**config.mk**
```make
export PLATFORM = sky130hd
export DESIGN_NAME = double_ended_queue_unit
export DESIGN_NICKNAME = d
export VERILOG_FILES = /design/src/sv/deq_pkg.sv /design/src/sv/deq_mem.sv /design/src/sv/deq_core.sv /design/src/sv/double_ended_queue_unit.sv
export SDC_FILE = /design/constraint.sdc
export NUM_CORES = 2
export LEC_CHECK = 0
export ABC_AREA = 0
export BUFFER_PORTS_ARGS = -buffer_cell sky130_fd_sc_hd__clkbuf_2
export CAP_MARGIN = 5
export CORE_MARGIN = 10
export CORE_UTILIZATION = 41
export CTS_BUF_LIST = sky130_fd_sc_hd__clkbuf_2
export DETAILED_ROUTE_END_ITERATION = 8
export PLACE_DENSITY = 0.56
export SYNTH_ARGS = -nofsm -noshare
export SYNTH_HDL_FRONTEND = slang
export SYNTH_SLANG_ARGS = --single-unit
```
**constraint.sdc**
```tcl
create_clock -name clk -period 10.78 [get_ports clk]
set_input_delay 0 -clock clk [delete_from_list [all_inputs] [get_ports clk]]
set_output_delay 0 -clock clk [all_outputs]
set_load 0.02 [all_outputs]
```
**src/sv/deq_pkg.sv**
```systemverilog
package deq_pkg;

    // Ring geometry and word width.
    localparam int DEPTH      = 64;
    localparam int DATA_WIDTH = 32;
    localparam int IDX_W      = $clog2(DEPTH);
    localparam int CNT_W      = $clog2(DEPTH + 1);

    // Action codes carried by an input item.
    typedef enum logic [2:0] {
        ACT_PUSH_FRONT = 3'd0,
        ACT_PUSH_BACK  = 3'd1,
        ACT_POP_FRONT  = 3'd2,
        ACT_POP_BACK   = 3'd3,
        ACT_READ_AT    = 3'd4,
        ACT_WRITE_AT   = 3'd5
    } action_t;

    typedef logic signed [DATA_WIDTH-1:0] word_t;
    typedef logic [IDX_W-1:0]             idx_t;
    typedef logic [CNT_W-1:0]             cnt_t;

    // One input item.
    typedef struct packed {
        action_t action;
        word_t   value;
        idx_t    position;
    } cmd_item_t;

    // One result item.
    typedef struct packed {
        word_t read_data;
        word_t front_value;
        word_t back_value;
        cnt_t  count;
        logic  empty_res;
        logic  full_res;
        logic  rejected;
    } res_item_t;

    // Request from the control logic to the entry memory.
    typedef struct packed {
        logic  wr_en;
        idx_t  wr_addr;
        word_t wr_data;
        logic  rd_en;
        idx_t  rd_addr;
    } mem_req_t;

endpackage

```
**src/sv/deq_mem.sv**
```systemverilog
module deq_mem
    import deq_pkg::*;
(
    input  logic     clk,
    input  mem_req_t req,
    output word_t    rd_data
);

    word_t mem_array [DEPTH];
    word_t rd_data_reg;

    // One write port and one registered read port.
    always_ff @(posedge clk)
    begin
        if (req.wr_en)
        begin
            mem_array[req.wr_addr] <= req.wr_data;
        end
        if (req.rd_en)
        begin
            rd_data_reg <= mem_array[req.rd_addr];
        end
    end

    assign rd_data = rd_data_reg;

endmodule

```
**src/sv/deq_core.sv**
```systemverilog
module deq_core
    import deq_pkg::*;
(
    input  logic      clk,
    input  logic      rst_n,
    input  logic      take,
    input  logic      advance,
    input  cmd_item_t cmd,
    input  word_t     rd_data,
    output mem_req_t  req,
    output logic      stage_valid,
    output res_item_t stage_res
);

    idx_t  head_reg, head_next;
    cnt_t  cnt_reg, cnt_next;
    word_t front_reg, front_next;
    word_t back_reg, back_next;
    logic  fix_front_reg, fix_front_next;
    logic  fix_back_reg, fix_back_next;
    logic  a_valid_reg;
    logic  a_read_ok_reg, a_read_ok_next;
    logic  a_rej_reg, a_rej_next;

    word_t front_eff;
    word_t back_eff;
    logic  not_full;
    logic  not_empty;
    logic  pos_ok;
    idx_t  tail_slot;
    idx_t  last_slot;
    idx_t  pos_slot;
    idx_t  cnt_idx;

    // After a pop the new end value arrives from memory in the next cycle.
    assign front_eff = fix_front_reg ? rd_data : front_reg;
    assign back_eff  = fix_back_reg ? rd_data : back_reg;

    assign not_full  = (cnt_reg != CNT_W'(DEPTH));
    assign not_empty = (cnt_reg != '0);
    assign pos_ok    = ({1'b0, cmd.position} < cnt_reg);
    assign cnt_idx   = IDX_W'(cnt_reg);
    assign tail_slot = head_reg + cnt_idx;
    assign last_slot = head_reg + cnt_idx - IDX_W'(1);
    assign pos_slot  = head_reg + cmd.position;

    // Decode the accepted item into state updates and at most one memory access.
    always_comb
    begin
        head_next      = head_reg;
        cnt_next       = cnt_reg;
        front_next     = front_eff;
        back_next      = back_eff;
        fix_front_next = 1'b0;
        fix_back_next  = 1'b0;
        a_read_ok_next = 1'b0;
        a_rej_next     = 1'b0;
        req            = '0;
        req.wr_data    = cmd.value;
        if (take)
        begin
            unique case (cmd.action)
                ACT_PUSH_FRONT:
                begin
                    if (not_full)
                    begin
                        head_next   = head_reg - IDX_W'(1);
                        cnt_next    = cnt_reg + CNT_W'(1);
                        req.wr_en   = 1'b1;
                        req.wr_addr = head_reg - IDX_W'(1);
                        front_next  = cmd.value;
                        if (!not_empty)
                        begin
                            back_next = cmd.value;
                        end
                    end
                    else
                    begin
                        a_rej_next = 1'b1;
                    end
                end
                ACT_PUSH_BACK:
                begin
                    if (not_full)
                    begin
                        cnt_next    = cnt_reg + CNT_W'(1);
                        req.wr_en   = 1'b1;
                        req.wr_addr = tail_slot;
                        back_next   = cmd.value;
                        if (!not_empty)
                        begin
                            front_next = cmd.value;
                        end
                    end
                    else
                    begin
                        a_rej_next = 1'b1;
                    end
                end
                ACT_POP_FRONT:
                begin
                    if (not_empty)
                    begin
                        head_next = head_reg + IDX_W'(1);
                        cnt_next  = cnt_reg - CNT_W'(1);
                        if (cnt_reg != CNT_W'(1))
                        begin
                            req.rd_en      = 1'b1;
                            req.rd_addr    = head_reg + IDX_W'(1);
                            fix_front_next = 1'b1;
                        end
                    end
                    else
                    begin
                        a_rej_next = 1'b1;
                    end
                end
                ACT_POP_BACK:
                begin
                    if (not_empty)
                    begin
                        cnt_next = cnt_reg - CNT_W'(1);
                        if (cnt_reg != CNT_W'(1))
                        begin
                            req.rd_en     = 1'b1;
                            req.rd_addr   = last_slot - IDX_W'(1);
                            fix_back_next = 1'b1;
                        end
                    end
                    else
                    begin
                        a_rej_next = 1'b1;
                    end
                end
                ACT_READ_AT:
                begin
                    if (pos_ok)
                    begin
                        req.rd_en      = 1'b1;
                        req.rd_addr    = pos_slot;
                        a_read_ok_next = 1'b1;
                    end
                    else
                    begin
                        a_rej_next = 1'b1;
                    end
                end
                ACT_WRITE_AT:
                begin
                    if (pos_ok)
                    begin
                        req.wr_en   = 1'b1;
                        req.wr_addr = pos_slot;
                        if (cmd.position == '0)
                        begin
                            front_next = cmd.value;
                        end
                        if (cmd.position == last_slot - head_reg)
                        begin
                            back_next = cmd.value;
                        end
                    end
                    else
                    begin
                        a_rej_next = 1'b1;
                    end
                end
                default:
                begin
                    a_rej_next = 1'b1;
                end
            endcase
        end
    end

    // Pointer, count and stage flags.
    always_ff @(posedge clk or negedge rst_n)
    begin
        if (!rst_n)
        begin
            head_reg      <= '0;
            cnt_reg       <= '0;
            fix_front_reg <= 1'b0;
            fix_back_reg  <= 1'b0;
            a_valid_reg   <= 1'b0;
        end
        else
        begin
            head_reg      <= head_next;
            cnt_reg       <= cnt_next;
            fix_front_reg <= fix_front_next;
            fix_back_reg  <= fix_back_next;
            if (take)
            begin
                a_valid_reg <= 1'b1;
            end
            else if (advance)
            begin
                a_valid_reg <= 1'b0;
            end
        end
    end

    // End-value caches and per-item outcome.
    always_ff @(posedge clk)
    begin
        front_reg <= front_next;
        back_reg  <= back_next;
        if (take)
        begin
            a_read_ok_reg <= a_read_ok_next;
            a_rej_reg     <= a_rej_next;
        end
    end

    // The state seen while the item waits here is the state after it.
    always_comb
    begin
        stage_res.read_data   = a_read_ok_reg ? rd_data : '0;
        stage_res.front_value = not_empty ? front_eff : '0;
        stage_res.back_value  = not_empty ? back_eff : '0;
        stage_res.count       = cnt_reg;
        stage_res.empty_res   = !not_empty;
        stage_res.full_res    = !not_full;
        stage_res.rejected    = a_rej_reg;
    end

    assign stage_valid = a_valid_reg;

endmodule

```
**src/sv/double_ended_queue_unit.sv**
```systemverilog
// Double-ended queue of signed words held in a ring of DEPTH entries.
// The cmd channel carries one item per action: push or pop at either end,
// or read or write the element at a position counted from the front.
// The res channel returns exactly one item per command, in order, with the
// word read, the front and back values, the count, empty and full flags
// and a rejected flag for actions that were ignored.
// An accepted command passes through the memory read stage and then the
// result register before its result is valid on the res channel.
// One command per cycle is accepted while cmd_stall is low. Each command
// touches at most one memory entry; the front and back values live in
// registers, and after a pop the new end value is read from the entry memory
// at the accepting edge and taken into the end register in the next cycle.
// Two stages follow the input: the memory read stage and the result
// register. While the result register is stalled and full, one more item
// can still be accepted; cmd_stall rises when both stages hold items and
// the receiver stalls.
// Reset empties the queue at once; no clearing pass is needed, since only
// stored elements can ever be addressed.
module double_ended_queue_unit
    import deq_pkg::*;
(
    input  logic      clk,
    input  logic      rst_n,
    input  logic      cmd_valid,
    output logic      cmd_stall,
    input  cmd_item_t cmd,
    output logic      res_valid,
    input  logic      res_stall,
    output res_item_t res
);

    mem_req_t  req;
    word_t     rd_data;
    logic      take;
    logic      advance;
    logic      stage_valid;
    res_item_t stage_res;
    logic      b_valid_reg;
    res_item_t b_item_reg;

    // Handshake between the memory stage and the result register.
    assign advance   = !b_valid_reg || !res_stall;
    assign cmd_stall = stage_valid && !advance;
    assign take      = cmd_valid && !cmd_stall;

    deq_core u_core (
        .clk         (clk),
        .rst_n       (rst_n),
        .take        (take),
        .advance     (advance),
        .cmd         (cmd),
        .rd_data     (rd_data),
        .req         (req),
        .stage_valid (stage_valid),
        .stage_res   (stage_res)
    );

    deq_mem u_mem (
        .clk     (clk),
        .req     (req),
        .rd_data (rd_data)
    );

    // Result register.
    always_ff @(posedge clk or negedge rst_n)
    begin
        if (!rst_n)
        begin
            b_valid_reg <= 1'b0;
        end
        else if (stage_valid && advance)
        begin
            b_valid_reg <= 1'b1;
        end
        else if (!res_stall)
        begin
            b_valid_reg <= 1'b0;
        end
    end

    always_ff @(posedge clk)
    begin
        if (stage_valid && advance)
        begin
            b_item_reg <= stage_res;
        end
    end

    assign res_valid = b_valid_reg;
    assign res       = b_item_reg;

    // The count never exceeds the ring capacity.
    assert property (@(posedge clk) disable iff (!rst_n)
        res_valid |-> (res.count <= CNT_W'(DEPTH)))
        else $error("count above capacity");

    // An empty queue reports zero ends and zero count.
    assert property (@(posedge clk) disable iff (!rst_n)
        (res_valid && res.empty_res) |->
            (res.count == '0 && res.front_value == '0 && res.back_value == '0))
        else $error("empty result with stale contents");

    // A rejected action never returns read data.
    assert property (@(posedge clk) disable iff (!rst_n)
        (res_valid && res.rejected) |-> (res.read_data == '0))
        else $error("rejected item carries read data");

    // Input is held off only while both stages hold items and the receiver stalls.
    assert property (@(posedge clk) disable iff (!rst_n)
        cmd_stall |-> (stage_valid && b_valid_reg && res_stall))
        else $error("input stalled without a full pipeline");

endmodule

```
---- Yosys cells after proc, flatten, opt, wreduce, memory -nomap -nowiden ----
Memory sizes are Yosys's and may differ from the RTL's. A register that Yosys moved wholly into a read port is not among the register bits.
Cells that the tools add are included.
word-level totals
  register bits after elaboration ......... 189
  memories kept ........................... 1
  memory bits (writable) .................. 2048
  output and inout bits ................... 108
memories
  name             depth  bits a word  rd ports  clocked after Yosys merged registers in  write ports  RTL line      RTL
  u_mem.mem_array  64     32           1         1                                        1            deq_mem.sv:9  word_t mem_array [DEPTH];
operators by class
  eq/ne operators ......................... 13
  magnitude comparators ................... 1
  $add $sub $neg .......................... 9
  reduce and logical (&&, ||, !) cells .... 21
  multiplexer cells ....................... 50
operators by type and width
  cell                 number
  $mux 32              14
  $pmux 32 s3          2
  $mux 7               11
  $pmux 7 s3           2
  $sub 6x1->6 const B  3
  $mux 1               16
  $pmux 7 s2           1
  $add 6x6->6          2
  $mux 6               2
  $pmux 6 s2           1
  $ne 2x1->1 const B   5
  $reduce_and 4->1     2
  $add 7x1->7 const B  1
  $lt 6x7->1           1
  $ne 7x1->1 const B   1
  $ne 7x7->1 const B   1
  $reduce_bool 7->1    1
  $sub 7x1->7 const B  1
  $add 6x1->6 const B  1
  $eq 3x2->1 const B   2
  $eq 3x3->1 const B   2
  $eq 6x6->1           1
  $logic_not 1->1      6
  $logic_not 6->1      1
  8 further kinds      14

---- Depth between registers and ports, before layout ----
  word-level depth ........................ 9
  mapped depth ............................ 18
  depth with buffers taken out ............ 16

---- Modules after synthesis ----
A second synthesis with hierarchy kept.
second synthesis, totals
  cells, all modules ...................... 4326
  area total of the unflattened synthesis .. 89156.8 µm²
by module, submodules not included
  module                   times used  sequential area each (µm²)  cells an instance  area an instance (µm²)
  deq_mem                  1           62459.9                     3324               78835.6
  deq_core                 1           1741.7                      890                7076.8
  double_ended_queue_unit  1           3208.1                      112                3244.4

---- Worst setup path after synthesis ----
Ideal clock, no wire load.
  kind .................................... flip-flop to flip-flop
  from .................................... register b_valid_reg, in the netlist res_valid
  to ...................................... register b_item_reg, in the netlist res[0] (enable)
  setup slack ............................. 1.960 ns
  arrival time ............................ 8.088 ns
  library setup time ...................... 0.731 ns
  data required time ...................... 10.049 ns
  cell stages (with the launch flop) ...... 2
  period minus slack after synthesis ...... 8.820 ns
  cells stage by stage .................... dfrtp_1 -> a21boi_0
on the way
  word-level cells in the longest chain between the ends .. 3
ends and longest elaborated chain
  what                    RTL line                       RTL
  start, declared         double_ended_queue_unit.sv:38  logic b_valid_reg;
  start signal, assigned  double_ended_queue_unit.sv:69  b_valid_reg <= 1'b0;
  start signal, assigned  double_ended_queue_unit.sv:73  b_valid_reg <= 1'b1;
  start signal, assigned  double_ended_queue_unit.sv:77  b_valid_reg <= 1'b0;
  $logic_not 1->1         double_ended_queue_unit.sv:42  assign advance = !b_valid_reg || !res_stall;
  $logic_or 1x1->1        double_ended_queue_unit.sv:42
  $logic_and 1x1->1       double_ended_queue_unit.sv:83  if (stage_valid && advance)
  end signal, assigned    double_ended_queue_unit.sv:85  b_item_reg <= stage_res;
  end, declared           double_ended_queue_unit.sv:39  res_item_t b_item_reg;
Every way passes these cells.
A chain may end at the register's enable or synchronous reset.

---- Worst setup path in the final report ----
  from .................................... register u_core.cnt_reg[2]
  to ...................................... register u_mem.rd_data_reg[10], in the netlist u_mem.rd_data[10] (read register of u_mem.mem_array) (data pin)
on the way
  word-level cells in the longest chain between the ends .. 7
  elaborated cells on any way between the ends .. 13
  classes of those cells .................. add/sub: 3; order compare: 1; eq/ne: 1; mux: 7; reduce/logical: 1
ends and longest elaborated chain
  what                    RTL line         RTL
  start, declared         deq_core.sv:16   cnt_t cnt_reg, cnt_next;
  start signal, assigned  deq_core.sv:190  cnt_reg <= cnt_next;
  $add 6x6->6             deq_core.sv:44   assign last_slot = head_reg + cnt_idx - IDX_W'(1);
  $sub 6x1->6             deq_core.sv:44
  $sub 6x1->6             deq_core.sv:126  req.rd_addr = last_slot - IDX_W'(1);
  $mux 7                  deq_core.sv:123  if (cnt_reg != CNT_W'(1))
  $mux 7                  deq_core.sv:120  if (not_empty)
  $pmux 7 s3 *            deq_core.sv:62   unique case (cmd.action)
  $mux 7 *                deq_core.sv:60   if (take)
  end, declared           deq_mem.sv:10    word_t rd_data_reg;
Every way passes the cells marked *; elsewhere a longest branch is shown, timed or not.

==> out/results.ini <==
[run_status]
status=complete, no violations

[pwr]
power.density_cell_area_mw_per_mm2=194
share_of_power_burned_in_registers_pct=49.3
comb_power_share_pct=22.4
netSwitchingFraction_pct=33.2
total_power_mw=20.3
power.share.clock_pct=28.3
net_switching_power_mw=6.74
power.leakage_nw=33.8
power.ir.vdd_worst_mv=0.182
power_report.internal_total_mw=13.6

[floorplan]
total_core_area_sq_mm=0.225
fp.dieW_microns=496
die_area_sq_mm=0.246
floorplan.io_pins=153
num_rows=174
dieHeight_microns=496
initial_utilization_pct=41.2

[finish]
register_with_the_highest_flop_count=u_mem.mem_array
layoutNonFillerInstCount=10500
largest_register_ff_count=2048
fin_util_pct=46.4
nets=7210
finish.instance_area_sq_mm=0.104
flow.area_growth_from_synthesis_pct=12.5
drive_gt1_share_pct=19.8
biggestRegsByFlops=u_mem.mem_array: 2048 flops, res: 106 flops

[logic_synthesis]
synth_seq_area_share_pct=72.7
postSynth.topFlopCell=sky130_fd_sc_hd__edfxtp_1
avgSynthCellArea_sq_um=14.2
ys_ff_latch=2269
netlist-cell-type-count=92
cell_area_after_synthesis_sq_mm=0.0928
postSynth.asyncResetShare_pct=0.749
post_synth_inst_count=6517
number_of_flops_mapped_to_enable_cells_by_yosys=2188
syn-num-nets=6591
synth_warnings=0

[worst_setup_path]
r2r_slack_ns=2.54
cp_common_cell=sky130_fd_sc_hd__dlygate4sd3_1
cell_by_cell_listing_of_the_critical_path=inv_1 > ha_1 > dlygate4sd3_1 > nor2_1 > dlygate4sd3_1 > nor2_1 > dlygate4sd3_1 > a21o_2 > dlygate4sd3_1 > clkinv_4 > a21o_4 > buf_4 > buf_4 > nor2_1 > o31ai_1 > o32ai_1 > a32oi_1 > nand4_1 > o31ai_1
endpoint_kind=register
timing.rr.start=u_core.cnt_reg[2]
timing.setup.critical_path_class=register to register
regToRegEndpoint=u_mem.rd_data[10]
critPathArrivalTime_ns=9.83
worst_r2r_path_depth=19
worstSetupStartpointType=register
critPathRequiredTime_ns=12.38
worst-path-max-fanout=82
max_stage_delay_ns=0.88
critical_path_slowest_stage_cell=sky130_fd_sc_hd__buf_4

[clocking]
clk_path_buf_depth=4
worstSkewPairLatency_ns=1.96
tritoncts=yes
clock_tree.root_cell=sky130_fd_sc_hd__clkbuf_2
clkTransAtPathRegs_ns=0.11
htree_levels=6
tritoncts.num_buffers=591
post_cts.resized_instances=0
cts_sinks=2269
cts_setup_buffers=0

[drt]
antenna_left=0
detailroute.via_count=63500
drt-vias-per-instance=6.06
route.detailed.wl_per_inst_microns=30.0
post-route-drc-count=0
totalWireLength_microns=315000
detailedRoute.firstIterationViolations=8262
drt_pass1_iterations=6

[hold_path]
hold_path_startpoint=cmd[11]
hold_path.class=primary input to register
whs_path_depth=5
timing.hold.worst_endpoint=u_mem.mem_array[33][5]

[sta]
transition_time_of_the_tightest_slew_check_pin_ns=1.43
setup_ws_ns=2.54
setup_total_neg_slack_ns=0
timing.fmax_mhz=121
timing_max_transition_violations_final=0
final-setup-viol-count=0
final.min_clock_period_ns=8.24
slew-limit-headroom_pct=4.25
rsz0062_at_grt=false
finalHoldWorstSlack_ns=0.257
clock-skew-final_ns=0.232
report.final.hold_viol_count=0
min_period_over_period_pct=76.4

[placed_design]
placed_area_sq_mm=0.0971
pre_cts_ws_ns=4.48
numPortBuffers=152
place.detailed.hpwl_microns=166000
final_weighted_congestion_of_routability_driven_global_placement=0.842
dp.cells=9335

[grt]
via_count_of_the_first_global_routing_pass=62300
track_usage_pct=24.8
grt_pass1_wl_microns=447000
antenna_found_initial=22
maximum_number_of_pins_on_one_net_before_global_route_repair=143
globalRouteOverflowTotal=0

[job]
cap_viol_max_count=0

## cell usage in the layout, fill, tap and decap left out, types with 46 or more instances in the layout
cell type | synthesis | layout
sky130_fd_sc_hd__edfxtp_1 | 2188 | 2188
sky130_fd_sc_hd__clkbuf_2 | 2 | 971
sky130_fd_sc_hd__nor3_1 | 482 | 479
sky130_fd_sc_hd__nand2_1 | 452 | 448
sky130_fd_sc_hd__nor2_1 | 467 | 394
sky130_fd_sc_hd__o21ai_0 | 338 | 338
sky130_fd_sc_hd__a21oi_1 | 332 | 331
sky130_fd_sc_hd__o22ai_1 | 204 | 203
sky130_fd_sc_hd__buf_4 | 29 | 179
sky130_fd_sc_hd__dlygate4sd3_1 | 0 | 169
sky130_fd_sc_hd__nand3_1 | 164 | 163
sky130_fd_sc_hd__mux2i_1 | 137 | 137
sky130_fd_sc_hd__or3_1 | 114 | 114
sky130_fd_sc_hd__mux4_2 | 82 | 82
sky130_fd_sc_hd__clkinv_1 | 0 | 78
sky130_fd_sc_hd__a211oi_1 | 74 | 74
sky130_fd_sc_hd__o31ai_1 | 74 | 74
sky130_fd_sc_hd__nor2_4 | 1 | 71
sky130_fd_sc_hd__o211ai_1 | 66 | 66
sky130_fd_sc_hd__dfxtp_1 | 64 | 64
sky130_fd_sc_hd__a22oi_1 | 59 | 59
sky130_fd_sc_hd__and3_1 | 49 | 49
sky130_fd_sc_hd__a221oi_1 | 46 | 46
## layer usage
layer	vias to the layer above	track usage [%]	wire length, microns
met1	32100	33.6	126000
met3	614	5.62	32800
met4	8	9.74	11600
met2	3790	38.8	144000
met5	-	0	62
li1	27000	-	-
## area by class of cell
type	count	area, sq um
multi-input cells	3702	23500
fillers	20000	121000
clock inverters	112	678
flip-flops and latches	2269	67400
well taps	2992	3740
repair buffers	544	4750
diodes	9	22.5
clock buffers	838	4190
inverters	28	113
## cell usage after synthesis, types with 23 or more instances
cell | instances | share of area (%)
sky130_fd_sc_hd__a31oi_1 | 35 | 0.24
sky130_fd_sc_hd__a211oi_1 | 74 | 0.60
sky130_fd_sc_hd__nand2_1 | 452 | 1.8
sky130_fd_sc_hd__a22o_1 | 23 | 0.22
sky130_fd_sc_hd__and2_1 | 39 | 0.26
sky130_fd_sc_hd__or3_1 | 114 | 0.77
sky130_fd_sc_hd__nand3_1 | 164 | 0.88
sky130_fd_sc_hd__nor2_1 | 467 | 1.9
sky130_fd_sc_hd__a21boi_0 | 41 | 0.33
sky130_fd_sc_hd__dfxtp_1 | 64 | 1.4
sky130_fd_sc_hd__inv_1 | 27 | 0.11
sky130_fd_sc_hd__a21oi_1 | 332 | 1.8
sky130_fd_sc_hd__nor3_1 | 482 | 2.6
sky130_fd_sc_hd__ha_1 | 27 | 0.36
sky130_fd_sc_hd__a22oi_1 | 59 | 0.48
sky130_fd_sc_hd__o32ai_1 | 31 | 0.29
sky130_fd_sc_hd__a221oi_1 | 46 | 0.43
sky130_fd_sc_hd__buf_2 | 189 | 1.0
sky130_fd_sc_hd__clkbuf_1 | 252 | 1.0
sky130_fd_sc_hd__buf_1 | 24 | 0.097
sky130_fd_sc_hd__a211o_1 | 24 | 0.23
sky130_fd_sc_hd__o21ai_0 | 338 | 1.8
sky130_fd_sc_hd__xnor2_1 | 32 | 0.30
sky130_fd_sc_hd__o311ai_1 | 24 | 0.23
sky130_fd_sc_hd__o22ai_1 | 204 | 1.4
sky130_fd_sc_hd__edfxtp_1 | 2188 | 71
sky130_fd_sc_hd__o221ai_1 | 33 | 0.31
sky130_fd_sc_hd__buf_4 | 29 | 0.23
sky130_fd_sc_hd__nand4_1 | 25 | 0.17
sky130_fd_sc_hd__and3_1 | 49 | 0.33
sky130_fd_sc_hd__o211ai_1 | 66 | 0.53
sky130_fd_sc_hd__mux2i_1 | 137 | 1.5
sky130_fd_sc_hd__mux4_2 | 82 | 2.0
sky130_fd_sc_hd__o31ai_1 | 74 | 0.60
## critical path, delay by kind of cell (launching register included)
kind | cells | cell delay (ns)
buffers and inverters | 8 | 4.24
AO/OA/AOI/OAI | 6 | 2.02
AND/OR/NAND/NOR | 4 | 0.61
flip-flops | 1 | 0.52
adder cells (fa/ha/maj) | 1 | 0.29
## power by group through the flow
stage | registers (mW) | logic (mW) | clock network [mW]
floorplan | 10.2 | 2.71 | 0
global placement | 10.2 | 4.29 | 0
detailed placement | 10.2 | 4.32 | 0
finish | 10.0 | 4.54 | 5.74
global route | 10.0 | 4.84 | 6.32
CTS | 10.0 | 4.49 | 5.86
## worst max-delay path by stage
stage | start | to | depth (start not counted)
finish | u_core.cnt_reg[2] | u_mem.rd_data[10] | 19
floorplan | res_valid | res[0] | 1
global route | u_core.cnt_reg[2] | u_mem.rd_data[10] | 19
global placement | u_core.cnt_reg[6] | u_mem.rd_data[10] | 12
CTS | u_core.cnt_reg[2] | u_mem.rd_data[10] | 19
detailed placement | u_core.cnt_reg[6] | u_mem.rd_data[10] | 12
## cells by family (layout without fill, tap and decap cells)
group                      Yosys count  after routing  synth area share [%]
buffers and inverters              546           1522                  2.77
muxes                              235            235                  3.66
and+or+nand+nor                   1838           1838                  9.11
DFF                               2269           2269                  72.7
xor gates and xnor gates            45             45                 0.456
AOI/OAI and AO/OA                 1555           1555                  10.9
other                                0              9                     0
adders and majority gates           29             29                 0.407
## what timing repair did
item	in CTS	in global routing
hold buffers	199	0
endpoints found under the setup margin	0	0
hold endpoints to repair	3433	0
Power figures use the tool's default switching activity.
